## config.mk

```make
export PLATFORM = sky130hd
export DESIGN_NAME = clock_set_key_fsm
export DESIGN_NICKNAME = d
export VERILOG_FILES = /design/src/rtl/csk_pkg.sv /design/src/rtl/csk_field_step.sv /design/src/rtl/csk_out_buf.sv /design/src/rtl/clock_set_key_fsm.sv
export SDC_FILE = /design/constraint.sdc
export NUM_CORES = 1
export LEC_CHECK = 0
export BUFFER_PORTS_ARGS = -buffer_cell sky130_fd_sc_hd__buf_2
export CAP_MARGIN = 20
export CORE_MARGIN = 3
export CORE_UTILIZATION = 40
export CTS_CLUSTER_SIZE = 10
export DETAILED_ROUTE_END_ITERATION = 12
export GPL_ROUTABILITY_DRIVEN = 0
export PLACE_DENSITY = 0.7
export REMOVE_ABC_BUFFERS = 1
export SKIP_LAST_GASP = 1
export SLEW_MARGIN = 25
export SYNTH_ARGS = -nofsm -noshare
export SYNTH_HDL_FRONTEND = slang
export SYNTH_SLANG_ARGS = --single-unit
```

## constraint.sdc

```tcl
create_clock -name i_clk -period 3.71 [get_ports i_clk]
set_input_delay 0.371 -clock i_clk [delete_from_list [all_inputs] [get_ports i_clk]]
set_output_delay 0.371 -clock i_clk [all_outputs]
set_load 0.02 [all_outputs]
```

## src/rtl/csk_pkg.sv

```systemverilog
package csk_pkg;

    // brightness range
    localparam int MAX_LEVEL   = 7;
    localparam int BRIGHT_CEIL = 7;
    localparam logic signed [3:0] BRIGHT_TOP =
        4'((MAX_LEVEL > BRIGHT_CEIL) ? BRIGHT_CEIL : MAX_LEVEL);
    localparam logic signed [3:0] BRIGHT_OFF = -4'sd1;

    // field limits
    localparam int HOUR_MAX   = 23;
    localparam int MINUTE_MAX = 59;
    localparam int DAY_MAX    = 31;
    localparam int MONTH_MAX  = 12;
    localparam int YEAR_MAX   = 99;
    localparam int WDAY_MAX   = 6;

    // key codes, one-hot
    localparam logic [7:0] KEY_VIEW   = 8'h01;
    localparam logic [7:0] KEY_EDIT   = 8'h02;
    localparam logic [7:0] KEY_PREV   = 8'h04;
    localparam logic [7:0] KEY_NEXT   = 8'h08;
    localparam logic [7:0] KEY_DOWN   = 8'h10;
    localparam logic [7:0] KEY_UP     = 8'h20;
    localparam logic [7:0] KEY_DIM    = 8'h40;
    localparam logic [7:0] KEY_BRIGHT = 8'h80;

    // field selector codes
    localparam logic [2:0] SEL_HOUR    = 3'd0;
    localparam logic [2:0] SEL_MINUTE  = 3'd1;
    localparam logic [2:0] SEL_SECOND  = 3'd2;
    localparam logic [2:0] SEL_DAY     = 3'd3;
    localparam logic [2:0] SEL_MONTH   = 3'd4;
    localparam logic [2:0] SEL_YEAR    = 3'd5;
    localparam logic [2:0] SEL_WEEKDAY = 3'd6;

    // calendar and time registers
    typedef struct packed {
        logic [4:0] hour;
        logic [5:0] minute;
        logic [5:0] second;
        logic [4:0] day;
        logic [3:0] month;
        logic [6:0] year;
        logic       century;
        logic [2:0] weekday;
    } t_clock;

    // full register snapshot carried by one result item
    typedef struct packed {
        t_clock             clk;
        logic               view_time;
        logic               edit;
        logic [2:0]         sel;
        logic signed [3:0]  bright;
    } t_snap;

    // step up, wrapping to lo at or above hi
    function automatic logic [6:0] wrap_up(logic [6:0] v, logic [6:0] lo, logic [6:0] hi);
        return (v < hi) ? v + 7'd1 : lo;
    endfunction

    // step down, wrapping to hi at or below lo
    function automatic logic [6:0] wrap_down(logic [6:0] v, logic [6:0] lo, logic [6:0] hi);
        return (v > lo) ? v - 7'd1 : hi;
    endfunction

endpackage

```

## src/rtl/csk_field_step.sv

```systemverilog
module csk_field_step (
    input  csk_pkg::t_clock i_cur,
    input  logic [2:0]      i_sel,
    input  logic            i_up,
    output csk_pkg::t_clock o_next
);

    logic [6:0] w_hour;
    logic [6:0] w_minute;
    logic [6:0] w_second;
    logic [6:0] w_day;
    logic [6:0] w_month;
    logic [6:0] w_wday;

    // wrapped candidates for every field
    always_comb begin
        if (i_up) begin
            w_hour   = csk_pkg::wrap_up(7'(i_cur.hour), 7'd0, 7'(csk_pkg::HOUR_MAX));
            w_minute = csk_pkg::wrap_up(7'(i_cur.minute), 7'd0, 7'(csk_pkg::MINUTE_MAX));
            w_second = csk_pkg::wrap_up(7'(i_cur.second), 7'd0, 7'(csk_pkg::MINUTE_MAX));
            w_day    = csk_pkg::wrap_up(7'(i_cur.day), 7'd1, 7'(csk_pkg::DAY_MAX));
            w_month  = csk_pkg::wrap_up(7'(i_cur.month), 7'd1, 7'(csk_pkg::MONTH_MAX));
            // weekday runs the other way
            w_wday   = csk_pkg::wrap_down(7'(i_cur.weekday), 7'd0, 7'(csk_pkg::WDAY_MAX));
        end else begin
            w_hour   = csk_pkg::wrap_down(7'(i_cur.hour), 7'd0, 7'(csk_pkg::HOUR_MAX));
            w_minute = csk_pkg::wrap_down(7'(i_cur.minute), 7'd0, 7'(csk_pkg::MINUTE_MAX));
            w_second = csk_pkg::wrap_down(7'(i_cur.second), 7'd0, 7'(csk_pkg::MINUTE_MAX));
            w_day    = csk_pkg::wrap_down(7'(i_cur.day), 7'd1, 7'(csk_pkg::DAY_MAX));
            w_month  = csk_pkg::wrap_down(7'(i_cur.month), 7'd1, 7'(csk_pkg::MONTH_MAX));
            w_wday   = csk_pkg::wrap_up(7'(i_cur.weekday), 7'd0, 7'(csk_pkg::WDAY_MAX));
        end
    end

    // apply the step to the selected field only
    always_comb begin
        o_next = i_cur;
        case (i_sel)
            csk_pkg::SEL_HOUR:    o_next.hour    = w_hour[4:0];
            csk_pkg::SEL_MINUTE:  o_next.minute  = w_minute[5:0];
            csk_pkg::SEL_SECOND:  o_next.second  = w_second[5:0];
            csk_pkg::SEL_DAY:     o_next.day     = w_day[4:0];
            csk_pkg::SEL_MONTH:   o_next.month   = w_month[3:0];
            csk_pkg::SEL_YEAR: begin
                // year wrap flips the century
                if (i_up) begin
                    if (i_cur.year < 7'(csk_pkg::YEAR_MAX)) begin
                        o_next.year = i_cur.year + 7'd1;
                    end else begin
                        o_next.year    = 7'd0;
                        o_next.century = ~i_cur.century;
                    end
                end else begin
                    if (i_cur.year > 7'd0) begin
                        o_next.year = i_cur.year - 7'd1;
                    end else begin
                        o_next.year    = 7'(csk_pkg::YEAR_MAX);
                        o_next.century = ~i_cur.century;
                    end
                end
            end
            csk_pkg::SEL_WEEKDAY: o_next.weekday = w_wday[2:0];
            default: ;
        endcase
    end

endmodule

```

## src/rtl/csk_out_buf.sv

```systemverilog
module csk_out_buf (
    input  logic           i_clk,
    input  logic           i_rst_n,
    input  logic           i_push,
    input  csk_pkg::t_snap i_data,
    output logic           o_full,
    output logic           o_valid,
    input  logic           i_stall,
    output csk_pkg::t_snap o_data
);

    logic           r_out_valid;
    logic           r_skid_valid;
    csk_pkg::t_snap r_out;
    csk_pkg::t_snap r_skid;
    logic           w_take;

    assign w_take  = r_out_valid && !i_stall;
    assign o_valid = r_out_valid;
    assign o_data  = r_out;
    assign o_full  = r_skid_valid;

    // valid flags of output and skid stage
    always_ff @(posedge i_clk) begin
        if (!i_rst_n) begin
            r_out_valid  <= 1'b0;
            r_skid_valid <= 1'b0;
        end else if (r_skid_valid) begin
            if (w_take) begin
                r_skid_valid <= 1'b0;
            end
        end else if (i_push) begin
            if (r_out_valid && !w_take) begin
                r_skid_valid <= 1'b1;
            end else begin
                r_out_valid <= 1'b1;
            end
        end else if (w_take) begin
            r_out_valid <= 1'b0;
        end
    end

    // payload moves
    always_ff @(posedge i_clk) begin
        if (r_skid_valid) begin
            if (w_take) begin
                r_out <= r_skid;
            end
        end else if (i_push) begin
            if (r_out_valid && !w_take) begin
                r_skid <= i_data;
            end else begin
                r_out <= i_data;
            end
        end
    end

endmodule

```

## src/rtl/clock_set_key_fsm.sv

```systemverilog
// channel   direction  handshake                    payload
// input     in         i_in_valid / o_in_stall      i_keys
// output    out        o_out_valid / i_out_stall    o_hour_value .. o_brightness_level
//
// one item per cycle unless o_in_stall is high; each result is registered, in the output stage or the skid stage
// the key decode and field step sit between the state registers and the result register
// a two-entry output buffer lets one item in while a result waits; stall rises once both fill
// synchronous active-low reset: 00:00:00, 01.01.(20)00, monday, time view, full brightness
module clock_set_key_fsm (
    input  logic              i_clk,
    input  logic              i_rst_n,
    input  logic              i_in_valid,
    output logic              o_in_stall,
    input  logic [7:0]        i_keys,
    output logic              o_out_valid,
    input  logic              i_out_stall,
    output logic [4:0]        o_hour_value,
    output logic [5:0]        o_minute_value,
    output logic [5:0]        o_second_value,
    output logic [4:0]        o_day_value,
    output logic [3:0]        o_month_value,
    output logic [6:0]        o_year_value,
    output logic              o_century_flag,
    output logic [2:0]        o_weekday_value,
    output logic              o_show_time,
    output logic              o_editing,
    output logic [2:0]        o_field_select,
    output logic signed [3:0] o_brightness_level
);

    logic [7:0]        r_prev_keys;
    csk_pkg::t_clock   r_clk;
    logic              r_view;
    logic              r_edit;
    logic [2:0]        r_sel;
    logic signed [3:0] r_bright;

    csk_pkg::t_clock   n_clk;
    logic              n_view;
    logic              n_edit;
    logic [2:0]        n_sel;
    logic signed [3:0] n_bright;

    csk_pkg::t_clock   w_stepped;
    csk_pkg::t_snap    w_snap;
    csk_pkg::t_snap    w_out;
    logic              w_accept;
    logic              w_full;
    logic              w_up;

    assign w_accept   = i_in_valid && !w_full;
    assign o_in_stall = w_full;
    assign w_up       = (i_keys == csk_pkg::KEY_UP);

    // selected field stepped up or down
    csk_field_step u_step (
        .i_cur  (r_clk),
        .i_sel  (r_sel),
        .i_up   (w_up),
        .o_next (w_stepped)
    );

    // key decode, acting on a changed sample only
    always_comb begin
        n_clk    = r_clk;
        n_view   = r_view;
        n_edit   = r_edit;
        n_sel    = r_sel;
        n_bright = r_bright;
        if (i_keys != r_prev_keys) begin
            case (i_keys)
                csk_pkg::KEY_VIEW: begin
                    if (!r_edit) begin
                        n_view = ~r_view;
                    end
                end
                csk_pkg::KEY_EDIT: begin
                    if (!r_edit) begin
                        n_edit = 1'b1;
                        n_sel  = csk_pkg::SEL_HOUR;
                        n_view = 1'b1;
                    end else begin
                        n_edit = 1'b0;
                    end
                end
                csk_pkg::KEY_PREV: begin
                    if (r_sel == csk_pkg::SEL_HOUR || r_sel > csk_pkg::SEL_WEEKDAY) begin
                        n_sel = csk_pkg::SEL_WEEKDAY;
                    end else begin
                        n_sel = r_sel - 3'd1;
                    end
                    n_view = (n_sel <= csk_pkg::SEL_SECOND);
                end
                csk_pkg::KEY_NEXT: begin
                    if (r_sel >= csk_pkg::SEL_WEEKDAY) begin
                        n_sel = csk_pkg::SEL_HOUR;
                    end else begin
                        n_sel = r_sel + 3'd1;
                    end
                    n_view = (n_sel <= csk_pkg::SEL_SECOND);
                end
                csk_pkg::KEY_DOWN: n_clk = w_stepped;
                csk_pkg::KEY_UP:   n_clk = w_stepped;
                csk_pkg::KEY_DIM: begin
                    if (r_bright > csk_pkg::BRIGHT_OFF) begin
                        n_bright = r_bright - 4'sd1;
                    end
                end
                csk_pkg::KEY_BRIGHT: begin
                    if (r_bright < csk_pkg::BRIGHT_TOP) begin
                        n_bright = r_bright + 4'sd1;
                    end
                end
                default: ;
            endcase
        end
    end

    // state registers, updated per accepted item
    always_ff @(posedge i_clk) begin
        if (!i_rst_n) begin
            r_prev_keys   <= 8'd0;
            r_clk.hour    <= 5'd0;
            r_clk.minute  <= 6'd0;
            r_clk.second  <= 6'd0;
            r_clk.day     <= 5'd1;
            r_clk.month   <= 4'd1;
            r_clk.year    <= 7'd0;
            r_clk.century <= 1'b1;
            r_clk.weekday <= 3'd0;
            r_view        <= 1'b1;
            r_edit        <= 1'b0;
            r_sel         <= csk_pkg::SEL_HOUR;
            r_bright      <= csk_pkg::BRIGHT_TOP;
        end else if (w_accept) begin
            r_prev_keys <= i_keys;
            r_clk       <= n_clk;
            r_view      <= n_view;
            r_edit      <= n_edit;
            r_sel       <= n_sel;
            r_bright    <= n_bright;
        end
    end

    // snapshot after the update
    always_comb begin
        w_snap.clk       = n_clk;
        w_snap.view_time = n_view;
        w_snap.edit      = n_edit;
        w_snap.sel       = n_sel;
        w_snap.bright    = n_bright;
    end

    // result register with skid stage
    csk_out_buf u_out (
        .i_clk   (i_clk),
        .i_rst_n (i_rst_n),
        .i_push  (w_accept),
        .i_data  (w_snap),
        .o_full  (w_full),
        .o_valid (o_out_valid),
        .i_stall (i_out_stall),
        .o_data  (w_out)
    );

    // result ports
    assign o_hour_value       = w_out.clk.hour;
    assign o_minute_value     = w_out.clk.minute;
    assign o_second_value     = w_out.clk.second;
    assign o_day_value        = w_out.clk.day;
    assign o_month_value      = w_out.clk.month;
    assign o_year_value       = w_out.clk.year;
    assign o_century_flag     = w_out.clk.century;
    assign o_weekday_value    = w_out.clk.weekday;
    assign o_show_time        = w_out.view_time;
    assign o_editing          = w_out.edit;
    assign o_field_select     = w_out.sel;
    assign o_brightness_level = w_out.bright;

endmodule

```

==> impl_metrics.yaml, run 1 <==
status:
  run_status: "finished clean"
setup_path:
  critPathBufInv: 1
  critPathKind: "in2reg"
  worst_path_max_delay_cell: "sky130_fd_sc_hd__or4_4"
  regToRegEndpoint: "u_out.o_data[10]$_DFFE_PP_"
  cp_cell_sequence: "buf_2 -> or4_4 -> or3_4 -> a211oi_4 -> nand2_4 -> mux2_4 -> mux2_2"
  crit_path_start: "i_keys[0]"
  crit_path_end_kind: "register"
  ff2ff_setup_slack_ns: 1.15
  critPathTopFamily: "simple AND/OR/NAND/NOR gates"
  start_kind: "input port"
  startpoint_of_the_worst_register_to_register_path: "r_prev_keys[3]$_SDFFE_PN0P_"
  path_depth: 7
  worstPathRequired_ns: 3.88
  worstRegToRegCells: 7
  critPathArrivalTime_ns: 2.92
  max_incr_delay_on_cp_ns: 0.64
  endpoint: "u_out.o_data[36]$_DFFE_PP_"
  worstPathMaxFanout: 10
placed_design:
  io_buffer_count: 59
  placedCellCount: 1176
  dp.final_hpwl_um: 13400
  placed_cell_area_mm2: 0.00914
  post-place-ws_ns: 0.531
detailed_routing:
  drtAntennaViolNets: 0
  drcViolationCount: 0
  route.vias.total: 6808
  drt_wl_total_um: 19800
  drt-initial-drc-count: 588
  drtPass1Iterations: 5
  avgViaCountPerCell: 5.64
  avgRoutedWirePerCell_um: 16.4
logic_synthesis:
  ys_ff_latch: 148
  synthFlopType: "sky130_fd_sc_hd__edfxtp_1"
  post_synth_and_or_nand_nor_area_fraction_pct: 18.0
  synthXorXnorAreaFrac_pct: 2.15
  synth_top_family_by_area: "simple AND/OR/NAND/NOR gates"
  post_synth_edffs: 92
  synthCells: 884
  synth_adder_area_share_pct: 4.38
  synth_area_per_inst_um2: 9.69
  fraction_of_the_mapped_netlist_area_in_compound_gates_pct: 16.1
  synth_sequential_area_ratio_pct: 45.4
  post_synth_num_cell_types: 75
  asyncSetResetFlopFracSynth_pct: 0
  synth_warnings: 0
  cell_area_synth_mm2: 0.00856
  muxShareOfSynthArea_pct: 9.26
cells_and_area:
  final_layout_size_suffix_gt1_share_pct: 19.3
  final_net_count: 967
  area_growth_syn_to_layout_pct: 14.1
  antenna_cells_inserted: 0
  fin_cells: 1208
  area_of_all_placed_cells_without_fillers_mm2: 0.00977
sta:
  finalSetupViolations: 0
  layout_worst_path_cycle_share_pct: 74.0
  fin_hold_viols: 0
  postLayoutSetupSlackWorst_ns: 0.964
  tightestPinTransition_ns: 0.640
  fin_skew_ns: 0.0113
  fin_crit_ns: 2.75
  max-slew-margin-rel_pct: 57.1
  report.final.slew_viol_count: 0
  setup_repair_after_global_routing_missed_its_margin: "no"
  maxClockFrequency_mhz: 364
pwr:
  pwrdens_mw_per_mm2: 405
  cellInternalPower_mw: 3.09
  switching_share_pct: 21.8
  power.switching_mw: 0.864
  ir_worst_vdd_v: 0.000308
  p_clk_share_pct: 47.4
  comb_power_share_pct: 6.6
  pwr-share-seq_pct: 46.0
  power.leakage_nw: 3.57
clock_network:
  cts-buffers-inserted: 17
  maximum_clock_path_buffer_count: 2
  clock-root-buffer: "sky130_fd_sc_hd__clkbuf_16"
  clk_latency_ns: 0.43
  clock_tree.htree_level_count: 4
  cts_tree: "done"
  clock_sinks: 148
  cts_hold_buffers: 0
  cts_post_setup_buffers_inserted: 0
  cts-resized-gates: 0
  clock_pin_transition_on_the_worst_setup_and_hold_timing_paths_ns: 0.07
global_routing:
  global_route.overflow_total: 0
  antenna_violations_before_repair: 0
  grt_util_all_layers_pct: 17.0
  grt_max_degree: 40
  grt_pass1_vias: 6353
  grt_first_pass_wirelength_um: 32900
die:
  num_io_pins: 60
  num_rows: 52
  initial_core_util_pct: 41.5
  placeableCoreArea_mm2: 0.0206
  die-area_mm2: 0.0232
  chipWidth_um: 152
  chipHeight_um: 152
flow_run:
  drv.max_cap_violation_count: 0
min_path:
  hold_path.class: "in2reg"
## power by group through the flow
| stage | clock, mW | sequential (mW) | combinational, mW |
|---|---|---|---|
| after floorplan | 0 | 1.91 | 0.101 |
| after global routing | 1.98 | 1.83 | 0.283 |
| final | 1.87 | 1.82 | 0.260 |
| after CTS | 1.91 | 1.82 | 0.264 |
| after detailed placement | 0 | 1.86 | 0.262 |
| after global placement | 0 | 1.86 | 0.260 |
## logic make-up after synthesis
family / Yosys count
flops: 148
xor+xnor: 21
compound gates: 204
buf+inv: 99
mux: 70
fa+ha+maj: 30
simple gates: 312
## worst min-delay path by stage
stage	end	startpoint	slack, ns	cells after the start
2_1_floorplan	r_bright[0]$_SDFFE_PN1P_	i_rst_n	0.43	1
3_3_place_gp	r_prev_keys[4]$_SDFFE_PN0P_	r_prev_keys[4]$_SDFFE_PN0P_	0.45	2
3_5_place_dp	r_prev_keys[4]$_SDFFE_PN0P_	r_prev_keys[4]$_SDFFE_PN0P_	0.46	2
4_1_cts	u_out.o_full$_SDFF_PN0_	i_in_valid	0.25	3
5_1_grt	u_out.o_full$_SDFF_PN0_	i_in_valid	0.27	3
6_report	r_prev_keys[6]$_SDFFE_PN0P_	i_keys[6]	0.27	3
## worst reg2reg max path, delay by kind of cell, from the launching register on
family,cells,cell delay [ns]
simple gates,3,0.98
xor+xnor,1,0.16
buf+inv,1,0.21
mux,2,0.63
flops,1,0.32
## cell usage in the layout, fill, tap and decap left out, drive strengths merged, types with 18 or more instances in the layout
| cell | instances |
|---|---|
| o21ai | 41 |
| ha | 30 |
| nand3 | 40 |
| a21oi | 48 |
| mux2 | 49 |
| buf | 83 |
| nand2 | 85 |
| a31oi | 18 |
| edfxtp | 92 |
| inv | 37 |
| nor2 | 81 |
| mux2i | 20 |
| clkbuf | 22 |
| dfxtp | 56 |
| nor3 | 22 |
## Yosys cell counts (18+ instances only)
| cell | count | share of area (%) |
|---|---|---|
| sky130_fd_sc_hd__edfxtp_1 | 92 | 32 |
| sky130_fd_sc_hd__nand2_1 | 83 | 3.6 |
| sky130_fd_sc_hd__nor2_1 | 81 | 3.6 |
| sky130_fd_sc_hd__dfxtp_1 | 56 | 13 |
| sky130_fd_sc_hd__clkbuf_1 | 49 | 2.1 |
| sky130_fd_sc_hd__a21oi_1 | 48 | 2.8 |
| sky130_fd_sc_hd__mux2_2 | 44 | 5.8 |
| sky130_fd_sc_hd__o21ai_0 | 40 | 2.3 |
| sky130_fd_sc_hd__nand3_1 | 39 | 2.3 |
| sky130_fd_sc_hd__inv_1 | 37 | 1.6 |
| sky130_fd_sc_hd__ha_1 | 30 | 4.4 |
| sky130_fd_sc_hd__nor3_1 | 22 | 1.3 |
| sky130_fd_sc_hd__mux2i_1 | 20 | 2.3 |
| sky130_fd_sc_hd__a31oi_1 | 18 | 1.3 |
## registers in the layout (all words and copies together), names as in the netlist, 3 cells and up
signal / count
r_sel: 3
u_out.o_data: 46
r_prev_keys: 8
r_bright: 4
u_out.r_skid: 46
r_clk: 37
## metrics by stage
step           setup TNS [ns]  utilization, %  power, mW  hold WS (ns)
2_1_floorplan          -31.81               -       2.01         0.433
3_5_place_dp                0            44.3       2.12         0.460
5_1_grt                     0            47.4       4.09         0.267
4_1_cts                     0            47.4       3.99         0.249
3_3_place_gp                0            44.3       2.12         0.455
6_report                    0            47.4       3.96         0.266
## cell type report
cell class	instances	area (µm²)
Multi-Input combinational cell	637	4300
Tap cell	270	338
Timing Repair Buffer	83	475
Inverter	38	143
Clock inverter	10	183
Sequential cell	148	3880
Clock buffer	22	454
Fill cell	1885	10900
## metal layers
metal / GRT usage [%] / vias up / wire [µm]
met2: 26.2 / 183 / 8830
met5: 0 / - / 0
met1: 24.0 / 3263 / 9650
li1: - / 3336 / -
met4: 5.91 / 0 / 387
met3: 3.41 / 26 / 964
(Power assumes the default switching activity.)
==> run 2, diff against run 1 <==
==> constraint.sdc (replaced) <==
create_clock -name i_clk -period 2.3 [get_ports i_clk]
set_input_delay 0.23 -clock i_clk [delete_from_list [all_inputs] [get_ports i_clk]]
set_output_delay 0.23 -clock i_clk [all_outputs]
set_load 0.02 [all_outputs]
==> run 2 against run 1 <==
  * Utilization rose by 3.8 points
  * Worst hold slack worse by 0.12 ns
  * Global-route usage is 1.1 points higher
  * Register-to-register slack worse by 1.1 ns
  * Wire length rose by 6.2%
  * Non-clock buffer count grew 92
  * Sequential power grew 61%
  * Sequential share of layout area is 2.9 points lower
  * Critical path type unchanged
  * Largest power group is now registers
==> impl_metrics.yaml, run 2 (same netlist as run 1, synthesis figures left out) <==
pwr:
  pwrdens_mw_per_mm2: 593
  pwr-share-seq_pct: 46.9
  total_power_mw: 6.26
  cellInternalPower_mw: 4.80
  power.leakage_nw: 4.03
  switching_share_pct: 23.3
  power.switching_mw: 1.46
  p_clk_share_pct: 45.7
  ir_worst_vdd_v: 0.000514
  comb_power_share_pct: 7.4
setup_path:
  cp_cell_sequence: "buf_2 -> or4_4 -> or3_4 -> buf_6 -> buf_4 -> or4_1 -> o211ai_1 -> o31ai_1"
  worstPathMaxFanout: 5
  critPathKind: "in2reg"
  max_incr_delay_on_cp_ns: 0.63
  crit_path_end_kind: "register"
  critPathTopFamily: "simple AND/OR/NAND/NOR gates"
  worstPathRequired_ns: 2.61
  critPathArrivalTime_ns: 2.58
  worst_path_max_delay_cell: "sky130_fd_sc_hd__or4_1"
  critPathBufInv: 3
  ff2ff_setup_slack_ns: 0.04
  start_kind: "input port"
detailed_routing:
  drt-initial-drc-count: 725
  drtAntennaViolNets: 0
  route.vias.total: 7219
  drtPass1Iterations: 5
  drt_wl_total_um: 21100
  avgRoutedWirePerCell_um: 16.2
  avgViaCountPerCell: 5.55
  drcViolationCount: 0
cells_and_area:
  fin_cells: 1300
  final_layout_size_suffix_gt1_share_pct: 28.3
  area_of_all_placed_cells_without_fillers_mm2: 0.0106
  final.fill_count: 1821
  area_growth_syn_to_layout_pct: 23.3
  commonest_non_fill_non_tap_cell_in_the_layout: "sky130_fd_sc_hd__buf_4"
  finalCoreUtilization_pct: 51.2
  antenna_cells_inserted: 0
  final_net_count: 1059
  layout.cells.most_common_list: "109 x sky130_fd_sc_hd__buf_4, 92 x sky130_fd_sc_hd__edfxtp_1, 83 x sky130_fd_sc_hd__nand2_1"
placed_design:
  io_buffer_count: 59
  placedCellCount: 1266
  placed_cell_area_mm2: 0.00986
  dp.final_hpwl_um: 14700
  post-place-ws_ns: -0.468
sta:
  tightestPinTransition_ns: 0.558
  fin_hold_viols: 0
  layout_worst_path_cycle_share_pct: 98.8
  fin_hold_ws_ns: 0.143
  fin_crit_ns: 2.27
  finalSetupViolations: 0
  maxClockFrequency_mhz: 440
  fin_tns_setup_ns: 0
  max-slew-margin-rel_pct: 62.6
  postLayoutSetupSlackWorst_ns: 0.0267
  setup_repair_after_global_routing_missed_its_margin: "yes"
  fin_skew_ns: 0.00705
  report.final.slew_viol_count: 0
die:
  initial_core_util_pct: 41.5
  num_rows: 52
  num_io_pins: 60
  chipHeight_um: 152
  chipWidth_um: 152
  placeableCoreArea_mm2: 0.0206
  die-area_mm2: 0.0232
global_routing:
  global_route.overflow_total: 0
  grt_max_degree: 32
  grt_util_all_layers_pct: 18.1
  grt_pass1_vias: 6874
  antenna_violations_before_repair: 0
  grt_first_pass_wirelength_um: 34800
clock_network:
  cts_hold_buffers: 0
  clock_pin_transition_on_the_worst_setup_and_hold_timing_paths_ns: 0.06
  clock-root-buffer: "sky130_fd_sc_hd__clkbuf_16"
  cts_tree: "done"
  cts-buffers-inserted: 17
  clock_tree.htree_level_count: 4
  clk_latency_ns: 0.43
  clock_sinks: 148
  maximum_clock_path_buffer_count: 2
status:
  run_status: "finished clean"
flow_run:
  drv.max_cap_violation_count: 0
min_path:
  hold_path.class: "in2reg"
-- run 2: layout make-up --
cell class / instances / area [µm²] / share of cell area [%]
multi-input cells: 637 / 4350 / 41.2
flip-flops and latches: 148 / 3890 / 36.9
repair buffers: 175 / 1230 / 11.6
clock buffers: 20 / 447 / 4.23
well taps: 270 / 338 / 3.20
clock inverters: 12 / 158 / 1.49
inverters: 38 / 143 / 1.35
-- run 2: per-layer routing --
layer	wire length (µm)	global-route usage, %	vias to the layer above	part of all wire (%)
li1	-	-	3531	-
met1	10000	25.8	3434	48
met2	9530	27.7	222	45
met3	1090	3.18	32	5.2
met4	423	6.51	0	2.0
met5	0	0	-	0
-- run 2: power groups by stage --
stage                     clock network, mW  registers, mW  logic [mW]
after floorplan                           0           3.08       0.163
after CTS                              2.91           2.93       0.462
after global placement                    0           2.99       0.456
after detailed placement                  0           2.99       0.459
after global routing                   3.03           2.94       0.500
final                                  2.86           2.93       0.462
-- run 2: path summary, 6_finish.rpt --
kind,start,endpoint,cells past startpoint
hold / removal,i_keys[6],r_prev_keys[6]$_SDFFE_PN0P_,3
setup reg to reg,r_prev_keys[6]$_SDFFE_PN0P_,u_out.o_data[30]$_DFFE_PP_,8
hold reg to reg,r_prev_keys[1]$_SDFFE_PN0P_,r_prev_keys[1]$_SDFFE_PN0P_,2
setup / recovery,i_keys[3],r_clk[2]$_SDFFE_PN0P_,8
-- run 2: what timing repair did --
action                                  in CTS  in global routing
endpoints found under the setup margin       6                 32
buffers inserted                             1                  1
pin swaps                                    2                  4
cloned                                       0                  0
resized for setup                            1                 24
-- run 2: worst reg2reg max path, delay by kind of cell (launching register included) --
kind	cells	cell delay [ns]
flops	1	0.33
compound gates	1	0.33
mux	2	0.61
buf+inv	3	0.48
simple gates	1	0.06
xor+xnor	1	0.18
